**src/rtl/minv_pkg.sv**
```systemverilog
// ---------------------------------------------------------------------------
// minv_pkg: shared types and tables for the 4x4 matrix inverse
// Phase codes, the 2x2 minor and cofactor index tables, and the command and
// status words that pass between the controller and the datapath.
// ---------------------------------------------------------------------------
`default_nettype none

package minv_pkg;

  typedef logic [3:0] idx_t;

  localparam idx_t LAST_POS = 4'd15;

  // Work phases of the multiply-accumulate sequence
  typedef enum logic [1:0] {
    PH_MINOR = 2'd0,
    PH_COF   = 2'd1,
    PH_DET   = 2'd2
  } phase_t;

  // Minor k = a[t0]*a[t1] - a[t2]*a[t3]
  localparam int MINOR_TAB [12][4] = '{
    '{0, 5, 1, 4}, '{0, 6, 2, 4}, '{0, 7, 3, 4}, '{1, 6, 2, 5},
    '{1, 7, 3, 5}, '{2, 7, 3, 6}, '{8, 13, 9, 12}, '{8, 14, 10, 12},
    '{8, 15, 11, 12}, '{9, 14, 10, 13}, '{9, 15, 11, 13}, '{10, 15, 11, 14}
  };

  // Cofactor k = s*(a[e0]*b[b0] - a[e1]*b[b1] + a[e2]*b[b2]), s from last column
  localparam int COF_TAB [16][7] = '{
    '{5, 11, 6, 10, 7, 9, 0},  '{1, 11, 2, 10, 3, 9, 1},
    '{13, 5, 14, 4, 15, 3, 0}, '{9, 5, 10, 4, 11, 3, 1},
    '{4, 11, 6, 8, 7, 7, 1},   '{0, 11, 2, 8, 3, 7, 0},
    '{12, 5, 14, 2, 15, 1, 1}, '{8, 5, 10, 2, 11, 1, 0},
    '{4, 10, 5, 8, 7, 6, 0},   '{0, 10, 1, 8, 3, 6, 1},
    '{12, 4, 13, 2, 15, 0, 0}, '{8, 4, 9, 2, 11, 0, 1},
    '{4, 9, 5, 7, 6, 6, 1},    '{0, 9, 1, 7, 2, 6, 0},
    '{12, 3, 13, 1, 14, 0, 1}, '{8, 3, 9, 1, 10, 0, 0}
  };

  typedef struct packed {
    logic       wr_elem;
    idx_t       elem_idx;
    logic       mac_issue;
    phase_t     ph;
    idx_t       item;
    logic [1:0] sub;
    logic [1:0] chunk;
    logic       div_init;
    logic       div_step;
    idx_t       pos;
    logic       out_load;
    logic       out_singular;
    logic       out_last;
  } minv_cmd_t;

  typedef struct packed {
    logic det_zero;
  } minv_stat_t;

endpackage

`default_nettype wire

```
**src/rtl/minv_ctrl.sv**
```systemverilog
// ---------------------------------------------------------------------------
// minv_ctrl: sequencer of the 4x4 matrix inverse
// Counts loads, steps the multiply-accumulate terms chunk by chunk, runs the
// divider per element and owns the output valid flag.
// ---------------------------------------------------------------------------
`default_nettype none

module minv_ctrl import minv_pkg::*; #(
  parameter int ELEMENT_BITS = 32
) (
  input  wire logic       clk,
  input  wire logic       rst,
  input  wire logic       in_valid,
  output logic            in_stall,
  input  wire logic       out_stall,
  output logic            out_valid,
  input  wire minv_stat_t stat,
  output minv_cmd_t       cmd
);

  localparam int QB = ELEMENT_BITS + 1;
  localparam int SW = $clog2(QB + 1);
  localparam logic [SW-1:0] STEP_LAST = SW'(QB - 1);

  typedef enum logic [7:0] {
    S_LOAD    = 8'b0000_0001,
    S_MAC     = 8'b0000_0010,
    S_DRAIN   = 8'b0000_0100,
    S_CHECK   = 8'b0000_1000,
    S_SING    = 8'b0001_0000,
    S_DIVINIT = 8'b0010_0000,
    S_DIV     = 8'b0100_0000,
    S_OUT     = 8'b1000_0000
  } state_t;

  state_t        state;
  state_t        state_next;
  idx_t          load_cnt;
  phase_t        ph;
  idx_t          item;
  logic [1:0]    sub;
  logic [1:0]    chunk;
  logic [1:0]    drain;
  logic [SW-1:0] step;
  idx_t          k;
  logic          slot_free;
  logic          in_acc;
  logic [1:0]    sub_last;
  idx_t          item_last;

  assign slot_free = !out_valid || !out_stall;
  assign in_stall  = (state != S_LOAD);
  assign in_acc    = in_valid && !in_stall;

  // Term and item limits of each phase
  always_comb begin
    case (ph)
      PH_MINOR: begin
        sub_last  = 2'd1;
        item_last = 4'd11;
      end
      PH_COF: begin
        sub_last  = 2'd2;
        item_last = 4'd15;
      end
      default: begin
        sub_last  = 2'd3;
        item_last = 4'd0;
      end
    endcase
  end

  // Next state
  always_comb begin
    state_next = state;
    unique case (state)
      S_LOAD:    if (in_acc && load_cnt == LAST_POS) state_next = S_MAC;
      S_MAC: begin
        if (chunk == 2'd0 && sub == sub_last && item == item_last && ph != PH_COF) begin
          state_next = S_DRAIN;
        end
      end
      S_DRAIN: begin
        if (drain == 2'd0) state_next = (ph == PH_DET) ? S_CHECK : S_MAC;
      end
      S_CHECK:   state_next = stat.det_zero ? S_SING : S_DIVINIT;
      S_SING:    if (slot_free) state_next = S_LOAD;
      S_DIVINIT: state_next = S_DIV;
      S_DIV:     if (step == STEP_LAST) state_next = S_OUT;
      S_OUT: begin
        if (slot_free) state_next = (k == LAST_POS) ? S_LOAD : S_DIVINIT;
      end
      default:   state_next = S_LOAD;
    endcase
  end

  // Hold state and counters
  always_ff @(posedge clk) begin
    if (rst) begin
      state    <= S_LOAD;
      load_cnt <= '0;
      ph       <= PH_MINOR;
      item     <= '0;
      sub      <= '0;
      chunk    <= 2'd3;
      drain    <= '0;
      step     <= '0;
      k        <= '0;
    end else begin
      state <= state_next;
      if (in_acc) load_cnt <= load_cnt + 4'd1;
      if (state == S_LOAD) begin
        ph    <= PH_MINOR;
        item  <= '0;
        sub   <= '0;
        chunk <= 2'd3;
        k     <= '0;
      end
      // Advance chunk, term, item and phase
      if (state == S_MAC) begin
        chunk <= chunk - 2'd1;
        if (chunk == 2'd0) begin
          if (sub == sub_last) begin
            sub <= '0;
            if (item == item_last) begin
              item  <= '0;
              drain <= 2'd2;
              if (ph == PH_MINOR) ph <= PH_COF;
              else if (ph == PH_COF) ph <= PH_DET;
            end else begin
              item <= item + 4'd1;
            end
          end else begin
            sub <= sub + 2'd1;
          end
        end
      end
      if (state == S_DRAIN) drain <= drain - 2'd1;
      if (state == S_DIVINIT) step <= '0;
      if (state == S_DIV) step <= step + SW'(1);
      if (state == S_OUT && slot_free) k <= k + 4'd1;
    end
  end

  // Output word valid flag
  always_ff @(posedge clk) begin
    if (rst) begin
      out_valid <= 1'b0;
    end else if (cmd.out_load) begin
      out_valid <= 1'b1;
    end else if (!out_stall) begin
      out_valid <= 1'b0;
    end
  end

  // Commands to the datapath
  always_comb begin
    cmd              = '0;
    cmd.wr_elem      = in_acc;
    cmd.elem_idx     = load_cnt;
    cmd.mac_issue    = (state == S_MAC);
    cmd.ph           = ph;
    cmd.item         = item;
    cmd.sub          = sub;
    cmd.chunk        = chunk;
    cmd.div_init     = (state == S_DIVINIT);
    cmd.div_step     = (state == S_DIV);
    cmd.pos          = k;
    cmd.out_load     = (state == S_OUT || state == S_SING) && slot_free;
    cmd.out_singular = (state == S_SING);
    cmd.out_last     = (state == S_SING) || (k == LAST_POS);
  end

`ifndef NO_ASSERTIONS
  a_load_slot: assert property (@(posedge clk) disable iff (rst)
    cmd.out_load |-> (!out_valid || !out_stall))
    else $error("output word loaded over an unaccepted word");
  a_start_mac: assert property (@(posedge clk) disable iff (rst)
    (in_acc && load_cnt == LAST_POS) |=> (state == S_MAC && ph == PH_MINOR))
    else $error("sixteenth element did not start the sequence");
  a_check_after_drain: assert property (@(posedge clk) disable iff (rst)
    (state == S_CHECK) |-> ($past(state) == S_DRAIN && ph == PH_DET))
    else $error("determinant checked before the pipeline drained");
  a_det_item: assert property (@(posedge clk) disable iff (rst)
    (state == S_MAC && ph == PH_DET) |-> (item == 4'd0))
    else $error("determinant phase stepped past its single item");
`endif

endmodule

`default_nettype wire

```
**config.mk**
```make
export PLATFORM = sky130hd
export DESIGN_NAME = minv_ctrl
export DESIGN_NICKNAME = d
export VERILOG_FILES = /design/src/rtl/minv_pkg.sv /design/src/rtl/minv_ctrl.sv
export SDC_FILE = /design/constraint.sdc
export NUM_CORES = 1
export LEC_CHECK = 0
export BUFFER_PORTS_ARGS = -buffer_cell sky130_fd_sc_hd__clkbuf_2
export CORE_MARGIN = 4
export CORE_UTILIZATION = 58
export CTS_BUF_LIST = sky130_fd_sc_hd__clkbuf_2
export DETAILED_ROUTE_END_ITERATION = 7
export GPL_TIMING_DRIVEN = 1
export MAX_ROUTING_LAYER = met4
export PLACE_DENSITY = 0.9
export RECOVER_POWER = 100
export SLEW_MARGIN = 15
export SYNTH_ARGS = -nofsm -noshare
export SYNTH_HDL_FRONTEND = slang
export SYNTH_SLANG_ARGS = --single-unit
```
**constraint.sdc**
```tcl
create_clock -name clk -period 2.8 [get_ports clk]
set_input_delay 0.56 -clock clk [delete_from_list [all_inputs] [get_ports clk]]
set_output_delay 0.56 -clock clk [all_outputs]
set_load 0.1 [all_outputs]
```
Word-level counts from Yosys, hierarchy flattened
Cells that the tools add are included.
{ "op_classes": {"addsub": 7, "eq_ne": 24, "n_mux": 41, "reduce_logical": 25} }
{ "ops": {"columns": ["cell", "n"], "rows": [
  ["8-bit one-hot mux with 8 select lines", 1],
  ["8-bit 2-to-1 mux", 6],
  ["2-bit 2-to-1 mux", 18],
  ["4-bit 2-to-1 mux", 8],
  ["6-bit 2-to-1 mux", 4],
  ["2-bit nonzero test", 7],
  ["4-bit by 1-bit adder with 4-bit output, second input constant", 3],
  ["2-bit by 1-bit != test with 1-bit output, second input constant", 5],
  ["4-bit == test, second input constant", 2],
  ["8-bit by 1-bit == test with 1-bit output, second input constant", 1],
  ["8-bit by 2-bit == test with 1-bit output, second input constant", 1],
  ["8-bit by 3-bit == test with 1-bit output, second input constant", 1],
  ["8-bit by 4-bit == test with 1-bit output, second input constant", 1],
  ["8-bit by 5-bit == test with 1-bit output, second input constant", 1],
  ["8-bit by 6-bit == test with 1-bit output, second input constant", 1],
  ["8-bit by 7-bit == test with 1-bit output, second input constant", 1],
  ["8-bit == test, second input constant", 1],
  ["8-bit by 1-bit != test with 1-bit output, second input constant", 1],
  ["4-bit one-hot mux with 2 select lines", 1],
  ["1-bit logical AND", 7],
  ["6-bit by 1-bit adder with 6-bit output, second input constant", 1],
  ["6-bit == test, second input constant", 1],
  ["2-bit logical NOT", 3],
  ["2-bit != test, second input constant", 3],
  ["12 further kinds", 18]
]} }
{ "totals": {"register_bits": 35, "in_bits": 5, "out_inout_bits": 27, "word_cells": 107} }

Logic depth before layout (Yosys ltp)
{ "depth": {"ltp_word": 8, "depth_mapped": 8, "mapped_depth_nobuf": 7} }

Least setup slack after synthesis
OpenSTA, ideal clock, no wires.
{ "synth_path": {"path_type": "reg-to-output", "from": "register state[5]", "to": "output cmd[0] in the netlist's numbering", "arrival_ns": 2.721, "t_required_ns": 2.240, "slack_ns": -0.481, "path_stages_with_launch": 5, "path_buffers": 1, "path_cell_list": "dfxtp_1 clkbuf_1 nor4_1 and4b_1 nand2b_1"} }
{ "synth_lines": {"columns": ["element", "line", "rtl"], "rows": [
  ["from (decl)", "minv_ctrl.sv:36", "state_t state;"],
  ["from (signal assigned)", "minv_ctrl.sv:110", "state <= state_next;"],
  ["to (decl)", "minv_ctrl.sv:18", "output minv_cmd_t cmd"]
]} }

==> flow_summary.toml <==
[clocking]
cts_sinks = 35
clock_latency_ns = 0.39
numCtsBuffers = 5
cts_tree = "done"
clkTransAtPathRegs_ns = 0.17
cts-root-buf = "clkbuf_2"
clk_path_buf_depth = 2
holdBufCountCts = 0
htree_levels = 2
post_cts_buffers = 0

[global_routing]
overflow = 0
antenna_found_initial = 0
grt_usage_pct = 22.8
grt_max_degree = 35
grt_pass1_vias = 1666
grt_pass1_wl_um = 7490

[worst_hold_path]
min_path_type = "input pin to register"
hold_end = "state[4]"
min-delay-start = "stat"
hold_depth = 3

[cells_and_area]
seqCellArea_um2 = 702
drive_gt1_share_pct = 13.5
fin_cells = 318
mostFrequentLayoutCell = "dfxtp_1"
multi_input_area_um2 = 1170
layout.nets = 285
syn_to_final_growth_pct = 11.6
final_cell_mix = "34 x dfxtp_1, 24 x nor2_1, 22 x a21oi_1"
final_util_pct = 69.4
insertedDiodeCount = 0
nFillCells = 276

[drt]
drcViolationCount = 0
drtIter0Drc = 116
routed_via_density = 5.90
via_count = 1876
wl_per_cell_um = 14.0
drtAntennaViolNets = 0
routed_wl_um = 4450
drt_pass1_iterations = 4

[sta]
finalMaxSlewViolations = 0
hold_viol = 0
finalSetupViolCount = 0
period_needed_ns = 2.70
slew_headroom_pct = 22.7
setup_ws_ns = 0.0987
fin_crit_sh_pct = 96.5
rsz0062_at_grt = "no"
timing.hold.ws_ns = 0.443
fmax_mhz = 370
clock_skew_ns = 0.0125
worst_slew_pin_slew_ns = 1.16

[placement]
portBuffers = 31
gp_congestion = 0.843
placed_cells = 310
dp.final_hpwl_um = 3180
place_ws_ns = 0.409

[yosys]
yosys_warnings = 0
synth_top_area_share_pct = 36.0
muxShareOfSynthArea_pct = 1.61
synthesis.area_um2 = 1950
synth-seq-cells = 35
synth_area_leaders = "dfxtp_1 36%, a21oi_1 5.7%, nor2_1 4.8%"
avgSynthCellArea_um2 = 8.04
async_reset_ff_share_pct = 0
synthCells = 242
synth-xor-area-share_pct = 3.15
yosysTopAreaCell = "dfxtp_1"
synth-compound-area-share_pct = 14.9
synthesis.nets = 254
synth_edf_count = 0
synth_cell_type_count = 50
synth-simple-area-share_pct = 35.0
synth_top_family_by_area = "simple AND/OR/NAND/NOR gates"
synth-main-ff-cell = "dfxtp_1"
synth-adder-area-share_pct = 4.50
synth-seq-area-share_pct = 36.0

[floorplan]
io_pins = 32
chipHeight_um = 65.9
start_util_pct = 62.2
core-area_um2 = 3130
rows = 20
die_x_um = 65.9
die-area_um2 = 4350

[critical_path]
critPathLaunchType = "register"
critical_path.max_fanout = 9
worstSetupEndpointType = "primary output"
rr_endpoint = "state[1]"
path_class = "register to primary output"
r2r_start = "ph[1]"
ff2ff_path_depth = 5
ff2ff_setup_slack_ns = 0.43
cp.arrival_ns = 2.14
critPathRequiredTime_ns = 2.24

[power_and_ir_drop]
powerDensity_nw_per_um2 = 442
p_leak_nw = 0.800
p_total_mw = 0.959
max-vdd-ir-drop_mv = 0.479

[run_status]
status = "completed"

[flow_run]
cap_violations = 0
## worst max-delay path, stage by stage, from the launching register on
cell and delay (ns):
dfxtp_1 0.54, or4b_2 0.67, nor2_2 0.10, buf_2 0.43
## flip-flops by register name, indices dropped and copies added (netlist names)
name	flops
state	8
step	6
k	4
chunk	2
drain	2
load_cnt	4
sub	2
ph	2
item	4
out_valid	1
## Yosys cell counts, types with 4 or more instances
library cell	n
nand2_1	18
ha_1	7
a31oi_1	5
nand3b_1	5
inv_1	12
dfxtp_1	35
a21oi_1	22
nor3_1	9
clkbuf_1	5
nand4_1	4
nand2b_1	5
nor2b_1	4
o21ai_0	9
nor2_1	25
nand3_1	18
or3_1	4
xnor2_1	4
## per-stage QoR
step	instance area [um^2]	TNS, ns
after global routing	2170	0
final	2170	0
after CTS	2200	0
after global placement	2160	0
after floorplan	1950	-0.225
after detailed placement	2160	0
## cell families after synthesis
logic type                 count (synthesis)
muxes                                      3
DFF                                       35
xor gates and xnor gates                   7
and+or+nand+nor                          119
AOI/OAI and AO/OA                         48
adders and majority gates                  7
buffers and inverters                     23
## worst max path at each step
stage,startpoint,end,slack (ns)
final,state[6],cmd[7],0.1
after global placement,state[5],cmd[0],0.48
after detailed placement,state[5],cmd[0],0.41
after CTS,state[0],cmd[24],0.006
after global routing,state[7],cmd[7],0.009
after floorplan,state[5],cmd[0],-0.23
## report_power, final
part           switching [mW]  internal, mW  total (mW)  leakage, nW
clock network           0.167        0.0681       0.235       0.0330
logic                   0.156        0.0432       0.199        0.485
registers              0.0167         0.508       0.525        0.282
## layout make-up
cell class              instances  area share (%)
clock buffers                   7            1.61
clock inverters                 1           0.230
inverters                      13            2.25
multi-input cells             184            54.0
flip-flops and latches         35            32.3
well taps                      44            2.53
repair buffers                 34            7.03
## metal layers
metal	up-vias	global-route usage, %	wire (um)
met5	-	-	0
met4	0	6.99	55
met3	5	5.61	245
met2	61	37.8	2190
met1	874	27.2	1960
li1	936	-	-
## timing repair
item | in CTS | in global routing
gates resized for setup | 1 | 11
endpoints found under the hold margin | 0 | 0
pin swaps | 0 | 0
setup endpoints to repair | 2 | 6
Note: power is estimated with default switching activity, not from simulation.
